[config.mk]
export PLATFORM = sky130hd
export DESIGN_NAME = murmur64a_stream_hash
export DESIGN_NICKNAME = d
export VERILOG_FILES = /design/src/rtl/core/mur_pkg.sv /design/src/rtl/core/mur_mul.sv /design/src/rtl/core/mur_front.sv /design/src/rtl/core/mur_back.sv /design/src/rtl/core/murmur64a_stream_hash.sv
export VERILOG_INCLUDE_DIRS = /design/src /design/src/rtl/core
export SDC_FILE = /design/constraint.sdc
export NUM_CORES = 2
export LEC_CHECK = 0
export ABC_AREA = 0
export BUFFER_PORTS_ARGS = -buffer_cell sky130_fd_sc_hd__buf_2
export CAP_MARGIN = 20
export CORE_AREA = 5 5 479 481
export DETAILED_ROUTE_END_ITERATION = 8
export DIE_AREA = 0 0 484 486
export GPL_ROUTABILITY_DRIVEN = 0
export PLACE_DENSITY = 0.42
export SLEW_MARGIN = 20
export SYNTH_ARGS = -nofsm -noshare
export SYNTH_HDL_FRONTEND = slang
export SYNTH_SLANG_ARGS = --single-unit
[constraint.sdc]
create_clock -name clk -period 10.3 [get_ports clk]
set_input_delay 2.06 -clock clk [delete_from_list [all_inputs] [get_ports clk]]
set_output_delay 2.06 -clock clk [all_outputs]
set_load 0.05 [all_outputs]
[src/rtl/core/assert_macros.svh]
// Assertion macros shared by the hash core modules.
`ifndef ASSERT_MACROS_SVH
`define ASSERT_MACROS_SVH

// cons must hold whenever ante holds
`define ASSERT_IMPLIES(lbl, clk, rstn, ante, cons) \
	lbl: assert property (@(posedge clk) disable iff (!(rstn)) (ante) |-> (cons)) \
		else $error("implication check failed");

// cond must never hold
`define ASSERT_NEVER(lbl, clk, rstn, cond) \
	lbl: assert property (@(posedge clk) disable iff (!(rstn)) !(cond)) \
		else $error("forbidden condition seen");

`endif

[src/rtl/core/mur_pkg.sv]
// Shared constants and types of the MurmurHash64A stream core.
package mur_pkg;

	localparam logic [63:0] MUR_M = 64'hc6a4a7935bd1e995;
	localparam int unsigned MUR_R = 47;

	typedef enum logic [1:0] {
		KIND_NONE = 2'd0,
		KIND_TAIL = 2'd1,
		KIND_FULL = 2'd2
	} mur_kind_t;

	// one classified word, as kept in the front queue
	typedef struct packed {
		logic        first;
		logic [30:0] total_length;
		logic [63:0] word;
		mur_kind_t   kind;
		logic        last;
	} mur_item_t;

	// front queue head as seen by the back end
	typedef struct packed {
		logic      valid;
		mur_item_t item;
	} mur_head_t;

endpackage

[src/rtl/core/mur_mul.sv]
// Multiply by the hash constant, mod 2^64, on one shared 32x32 multiplier.
`include "assert_macros.svh"
module mur_mul (
	input  logic        clk,
	input  logic        arst_n,
	input  logic        start,
	input  logic [63:0] a,
	output logic        done,
	output logic [63:0] res
);
	import mur_pkg::*;

	logic [1:0]  phase_q;
	logic        done_q;
	logic [63:0] a_q;
	logic [63:0] acc_q;
	logic [31:0] op_x;
	logic [31:0] op_y;
	logic [63:0] prod;

	// phase 1: lo*lo, phase 2: hi*lo cross term, phase 3: lo*hi cross term
	always_comb begin
		op_x = (phase_q == 2'd2) ? a_q[63:32] : a_q[31:0];
		op_y = (phase_q == 2'd3) ? MUR_M[63:32] : MUR_M[31:0];
		prod = 64'(op_x) * 64'(op_y);
	end

	always_ff @(posedge clk or negedge arst_n) begin
		if (!arst_n) begin
			phase_q <= 2'd0;
			done_q  <= 1'b0;
		end else begin
			done_q <= (phase_q == 2'd3);
			if (start) begin
				phase_q <= 2'd1;
			end else if (phase_q != 2'd0) begin
				phase_q <= phase_q + 2'd1;
			end
		end
	end

	always_ff @(posedge clk) begin
		if (start) begin
			a_q <= a;
		end
		if (phase_q == 2'd1) begin
			acc_q <= prod;
		end else if (phase_q != 2'd0) begin
			acc_q[63:32] <= acc_q[63:32] + prod[31:0];
		end
	end

	assign done = done_q;
	assign res  = acc_q;

	`ASSERT_IMPLIES(a_start_idle, clk, arst_n, start, phase_q == 2'd0)
	`ASSERT_IMPLIES(a_done_idle, clk, arst_n, done_q, phase_q == 2'd0)

endmodule

[src/rtl/core/mur_front.sv]
// Front end: accepts words, masks tail bytes, classifies and queues them.
`include "assert_macros.svh"
module mur_front (
	input  logic              clk,
	input  logic              arst_n,
	input  logic              push,
	output logic              full,
	input  logic              first,
	input  logic [30:0]       total_length,
	input  logic [63:0]       data_word,
	input  logic [3:0]        valid_bytes,
	input  logic              last,
	output mur_pkg::mur_head_t head,
	input  logic              head_pop
);
	import mur_pkg::*;

	mur_item_t   q_mem_q [2];
	logic        wr_ptr_q;
	logic        rd_ptr_q;
	logic [1:0]  cnt_q;
	logic        do_push;
	mur_item_t   cls;

	always_comb begin
		cls.first        = first;
		cls.total_length = total_length;
		cls.last         = last;
		cls.word         = data_word;
		if (valid_bytes == 4'd0) begin
			cls.kind = KIND_NONE;
		end else if (valid_bytes >= 4'd8) begin
			cls.kind = KIND_FULL;
		end else begin
			cls.kind = KIND_TAIL;
			for (int i = 0; i < 8; i++) begin
				if (4'(i) >= valid_bytes) begin
					cls.word[i*8 +: 8] = 8'h00;
				end
			end
		end
	end

	assign full    = (cnt_q == 2'd2);
	assign do_push = push && !full;

	always_ff @(posedge clk or negedge arst_n) begin
		if (!arst_n) begin
			wr_ptr_q <= 1'b0;
			rd_ptr_q <= 1'b0;
			cnt_q    <= 2'd0;
		end else begin
			if (do_push) begin
				wr_ptr_q <= ~wr_ptr_q;
			end
			if (head_pop) begin
				rd_ptr_q <= ~rd_ptr_q;
			end
			cnt_q <= cnt_q + {1'b0, do_push} - {1'b0, head_pop};
		end
	end

	always_ff @(posedge clk) begin
		if (do_push) begin
			q_mem_q[wr_ptr_q] <= cls;
		end
	end

	assign head.valid = (cnt_q != 2'd0);
	assign head.item  = q_mem_q[rd_ptr_q];

	`ASSERT_IMPLIES(a_pop_nonempty, clk, arst_n, head_pop, cnt_q != 2'd0)
	`ASSERT_NEVER(a_cnt_range, clk, arst_n, cnt_q == 2'd3)

endmodule

[src/rtl/core/mur_back.sv]
// Back end: sequences the hash recurrence on the shared multiplier and queues results.
`include "assert_macros.svh"
module mur_back (
	input  logic              clk,
	input  logic              arst_n,
	input  logic [63:0]       seed,
	input  mur_pkg::mur_head_t head,
	output logic              head_pop,
	output logic              empty,
	input  logic              pop,
	output logic [63:0]       hash
);
	import mur_pkg::*;

	typedef enum logic [5:0] {
		S_IDLE = 6'b000001,
		S_INIT = 6'b000010,
		S_K1   = 6'b000100,
		S_K2   = 6'b001000,
		S_HM   = 6'b010000,
		S_FN   = 6'b100000
	} mur_state_t;

	mur_state_t  state_q, state_d;
	mur_item_t   ent_q;
	mur_item_t   cur;
	logic [63:0] h_q, h_d;
	logic [63:0] hb;
	logic        do_mix;
	logic        do_end;
	logic        mul_start;
	logic [63:0] mul_a;
	logic        mul_done;
	logic [63:0] mul_res;
	logic        out_push;
	logic [63:0] out_data;
	logic [63:0] oq_q [2];
	logic        owr_q;
	logic        ord_q;
	logic [1:0]  ocnt_q;
	logic        out_pop;

	mur_mul u_mul (
		.clk    (clk),
		.arst_n (arst_n),
		.start  (mul_start),
		.a      (mul_a),
		.done   (mul_done),
		.res    (mul_res)
	);

	assign cur = (state_q == S_IDLE) ? head.item : ent_q;

	always_comb begin
		state_d   = state_q;
		h_d       = h_q;
		hb        = h_q;
		do_mix    = 1'b0;
		do_end    = 1'b0;
		mul_start = 1'b0;
		mul_a     = '0;
		out_push  = 1'b0;
		out_data  = mul_res ^ (mul_res >> MUR_R);
		head_pop  = 1'b0;
		unique case (state_q)
			S_IDLE: begin
				// result slot is reserved before a word is taken
				if (head.valid && ocnt_q != 2'd2) begin
					head_pop = 1'b1;
					if (head.item.first) begin
						mul_start = 1'b1;
						mul_a     = {33'd0, head.item.total_length};
						state_d   = S_INIT;
					end else begin
						do_mix = 1'b1;
					end
				end
			end
			S_INIT: begin
				if (mul_done) begin
					hb     = seed ^ mul_res;
					do_mix = 1'b1;
				end
			end
			S_K1: begin
				if (mul_done) begin
					mul_start = 1'b1;
					mul_a     = mul_res ^ (mul_res >> MUR_R);
					state_d   = S_K2;
				end
			end
			S_K2: begin
				if (mul_done) begin
					mul_start = 1'b1;
					mul_a     = h_q ^ mul_res;
					state_d   = S_HM;
				end
			end
			S_HM: begin
				if (mul_done) begin
					hb     = mul_res;
					do_end = 1'b1;
				end
			end
			S_FN: begin
				if (mul_done) begin
					out_push = 1'b1;
					state_d  = S_IDLE;
				end
			end
			default: state_d = S_IDLE;
		endcase

		if (do_mix) begin
			h_d = hb;
			case (cur.kind)
				KIND_FULL: begin
					mul_start = 1'b1;
					mul_a     = cur.word;
					state_d   = S_K1;
				end
				KIND_TAIL: begin
					mul_start = 1'b1;
					mul_a     = hb ^ cur.word;
					state_d   = S_HM;
				end
				default: do_end = 1'b1;
			endcase
		end

		if (do_end) begin
			h_d = hb;
			if (cur.last) begin
				mul_start = 1'b1;
				mul_a     = hb ^ (hb >> MUR_R);
				state_d   = S_FN;
			end else begin
				state_d = S_IDLE;
			end
		end
	end

	assign out_pop = pop && (ocnt_q != 2'd0);

	always_ff @(posedge clk or negedge arst_n) begin
		if (!arst_n) begin
			state_q <= S_IDLE;
			h_q     <= 64'd0;
			owr_q   <= 1'b0;
			ord_q   <= 1'b0;
			ocnt_q  <= 2'd0;
		end else begin
			state_q <= state_d;
			h_q     <= h_d;
			if (out_push) begin
				owr_q <= ~owr_q;
			end
			if (out_pop) begin
				ord_q <= ~ord_q;
			end
			ocnt_q <= ocnt_q + {1'b0, out_push} - {1'b0, out_pop};
		end
	end

	always_ff @(posedge clk) begin
		if (head_pop) begin
			ent_q <= head.item;
		end
		if (out_push) begin
			oq_q[owr_q] <= out_data;
		end
	end

	assign empty = (ocnt_q == 2'd0);
	assign hash  = oq_q[ord_q];

	`ASSERT_IMPLIES(a_done_busy, clk, arst_n, mul_done, state_q != S_IDLE)
	`ASSERT_IMPLIES(a_push_room, clk, arst_n, out_push, ocnt_q != 2'd2)
	`ASSERT_IMPLIES(a_pop_idle, clk, arst_n, head_pop, state_q == S_IDLE)

endmodule

[src/rtl/core/murmur64a_stream_hash.sv]
// MurmurHash64A stream hasher top level: seed register, front queue, back sequencer.
// Each 64-bit multiply runs on one shared 32x32 multiplier (3 partial products).
// Per word: three multiplies for 8 valid bytes, one for a tail, none with no valid bytes;
// a first word adds one multiply, a last word adds one for finalization.
// arst_n clears the queues, the sequencer, the running hash and the seed to zero.
module murmur64a_stream_hash (
	input  logic        clk,
	input  logic        arst_n,
	input  logic        seed_we,
	input  logic [63:0] seed_wdata,
	input  logic        push,
	output logic        full,
	input  logic        first,
	input  logic [30:0] total_length,
	input  logic [63:0] data_word,
	input  logic [3:0]  valid_bytes,
	input  logic        last,
	output logic        empty,
	input  logic        pop,
	output logic [63:0] hash
);
	import mur_pkg::*;

	logic [63:0] seed_q;
	mur_head_t   head;
	logic        head_pop;

	always_ff @(posedge clk or negedge arst_n) begin
		if (!arst_n) begin
			seed_q <= 64'd0;
		end else if (seed_we) begin
			seed_q <= seed_wdata;
		end
	end

	mur_front u_front (
		.clk          (clk),
		.arst_n       (arst_n),
		.push         (push),
		.full         (full),
		.first        (first),
		.total_length (total_length),
		.data_word    (data_word),
		.valid_bytes  (valid_bytes),
		.last         (last),
		.head         (head),
		.head_pop     (head_pop)
	);

	mur_back u_back (
		.clk      (clk),
		.arst_n   (arst_n),
		.seed     (seed_q),
		.head     (head),
		.head_pop (head_pop),
		.empty    (empty),
		.pop      (pop),
		.hash     (hash)
	);

endmodule
==> flow_summary.yaml <==
setup_path:
  required_ns: 10.69
  arrival_ns: 10.39
  crit_top_cell: "fa_1"
  rr_startpoint: "u_back.u_mul.phase_q[0]"
  start_kind: "flip-flop"
  cp.buffers_inverters: 8
  crit_slowest_cell: "nor4_1"
  crit_family: "adder cells"
  cp-startpoint: "u_back.u_mul.phase_q[0]"
  path_depth: 28
  worstRegToRegCells: 28
  critPathCaptureType: "flip-flop"
  reg2reg_to: "u_back.u_mul.res[52]"
  cpPeakStageDelay_ns: 0.65
  path_max_fanout: 16
  endpoint: "u_back.u_mul.res[52]"
  crit_type: "flip-flop to flip-flop"
  r2r_slack_ns: 0.30
drt:
  via_per_inst: 4.73
  vias: 39500
  drt-pass1-iter-count: 6
  drt_iter0_drc: 3236
  wirelength_mm: 220
  drc_errors: 0
  post_drt_wl_per_cell_um: 26.4
  ant_nets: 0
floorplan:
  die_w_um: 484
  dieArea_um2: 235000
  die_h_um: 486
  core-area_um2: 224000
  start_util: 0.249
  io_pins: 236
  rows: 174
run:
  max-cap-violations: 0
clock_tree:
  clock_latency_ns: 0.68
  clkTransAtPathRegs_ns: 0.06
  postCtsSetupBuffers: 0
  clk_path_buf_depth: 3
  cts_sinks: 666
  h-tree-depth: 3
  root_buffer: "clkbuf_16"
  cts_tree: "done"
  numCtsBuffers: 76
global_routing:
  grt_util_all_layers: 0.184
  first_global_vias: 40800
  antenna_found_initial: 10
  grt_max_degree: 66
  grt_pass1_wl_mm: 312
  grt_overflow: 0
logic_synthesis:
  async_flop_share: 0.218
  synth_seq_area_share: 0.345
  synth_cell_types: 89
  yosys_warnings: 0
  ys_ff_latch: 666
  netlist_instances: 4951
  ys.flop_type: "edfxtp_1"
  synth-edff-count: 521
  synth.avg_cell_area_um2: 11.3
  syn_area_um2: 55900
sta:
  period_needed_ns: 10.0
  worstMarginPinSlew_ns: 1.08
  max_slew_margin: 0.277
  slew_viol_final: 0
  final_hold_viol_count: 0
  setup_violations: 0
  fmax_ghz: 0.100
  rsz0062_at_grt: "no"
  finClkSkew_ns: 0.0354
  final.setup.tns_ns: 0
  period_share: 0.971
layout:
  multiInputGateArea_um2: 33000
  final_cell_mix: "inv_1 (809), fa_1 (609), edfxtp_1 (521)"
  stdcell_area_um2: 64500
  regArea_um2: 19300
  layout_commonest_cell: "inv_1"
  nNetsFinal: 6519
  fillers: 23400
  syn_to_final_growth_pct: 15.4
  drive_gt1_frac: 0.168
place:
  place_area_um2: 61900
  dp_hpwl_mm: 178
  port_buffers: 235
hold_path:
  whs_path_depth: 1
  hp-class: "flip-flop to flip-flop"
  min_from: "u_front.cnt_q[1]"
run_status:
  status: "finished clean"
synth_stat cells, types with 14 or more instances:
library cell / instances / area share
a21o_1: 60 / 0.0081
a21oi_1: 239 / 0.021
a222oi_1: 17 / 0.0030
a22o_1: 38 / 0.0060
a31oi_1: 32 / 0.0036
and2_1: 33 / 0.0037
buf_1: 19 / 0.0013
buf_2: 47 / 0.0042
clkbuf_1: 126 / 0.0085
dfrtp_1: 144 / 0.064
edfxtp_1: 521 / 0.28
fa_1: 609 / 0.22
ha_1: 450 / 0.10
inv_1: 813 / 0.055
mux2_2: 230 / 0.046
mux2i_1: 113 / 0.020
nand2_1: 256 / 0.017
nand2b_1: 19 / 0.0021
nand3_1: 29 / 0.0026
nand4_1: 19 / 0.0021
nor2_1: 216 / 0.015
nor2b_1: 57 / 0.0064
nor3_1: 39 / 0.0035
o211ai_1: 21 / 0.0028
o21a_1: 29 / 0.0039
o21ai_0: 131 / 0.012
o21ai_1: 134 / 0.012
o21bai_1: 21 / 0.0028
o221ai_1: 31 / 0.0049
o31ai_1: 19 / 0.0026
o32ai_1: 14 / 0.0022
or3_1: 14 / 0.0016
xnor2_1: 126 / 0.020
xor2_1: 85 / 0.013
layer usage:
layer  up-vias  global-route usage  part of all wire
met1     20400               0.252              0.44
met2      1322               0.295              0.46
met5         -                   0          0.000059
met4         2              0.0666             0.042
met3       248              0.0267             0.057
li1      17500                   -                 -
kinds of logic after synthesis:
logic type | Yosys count | share of synthesized area
adders and majority gates | 1059 | 0.319
buffers and inverters | 1018 | 0.0696
AOI/OAI and AO/OA | 912 | 0.106
and+or+nand+nor | 740 | 0.0612
DFF | 666 | 0.345
muxes | 343 | 0.0666
xor gates and xnor gates | 211 | 0.0331
other | 2 | 0.000134
flip-flops by register name (all words and copies together) (netlist names), 6 cells and up:
name	cells
u_front.q_mem_q	198
u_back.oq_q	128
u_back.ent_q	67
seed_q	64
u_back.h_q	64
u_back.u_mul.a_q	64
u_back.u_mul.res	64
u_back.state_q	6
per-stage QoR:
| step | std cells | hold WS [ns] | util | setup WS, ns |
|---|---|---|---|---|
| 6_report | 8350 | 0.502 | 0.288 | 0.302 |
| 3_5_place_dp | 8203 | 0.501 | 0.276 | 0.267 |
| 4_1_cts | 8344 | 0.509 | 0.287 | 0.204 |
| 5_1_grt | 8345 | 0.526 | 0.288 | 0.00577 |
| 3_3_place_gp | 8203 | 0.487 | 0.276 | 0.188 |
| 2_1_floorplan | 4953 | 0.443 | - | 0.286 |
worst min-delay path by stage:
stage,end,slack (ns)
finish,u_front.cnt_q[1],0.50
global route,u_front.cnt_q[1],0.53
CTS,u_front.cnt_q[1],0.51
detailed placement,u_front.cnt_q[1],0.50
global placement,u_back.ocnt_q[1],0.49
floorplan,u_back.oq_q[0][63],0.44
final cells by class:
type                       instances  share of cell area
multi-input combinational       3269               0.511
sequential                       666               0.299
tap                             2992              0.0581
inverter                         824              0.0480
timing repair buffer             453              0.0447
clock buffer                      94              0.0315
clock inverter                    47             0.00753
antenna                            5            0.000194
worst register-to-register path: cells and delay by family, from the launching register on:
family,cells,cell delay (ns)
AO/OA/AOI/OAI,2,0.33
multiplexers,2,0.45
XOR/XNOR,1,0.51
flip-flops,1,0.37
buffers and inverters,8,1.30
adder cells (fa/ha/maj),10,5.06
AND/OR/NAND/NOR,5,1.73
repair_timing:
action                     4_1_cts  5_1_grt
resized for setup                0       20
setup endpoints to repair        0        6
hold buffers                     0        0
Power is not shown: default switching activity piles up to over one toggle a cycle in this logic, so the estimate is an artifact.
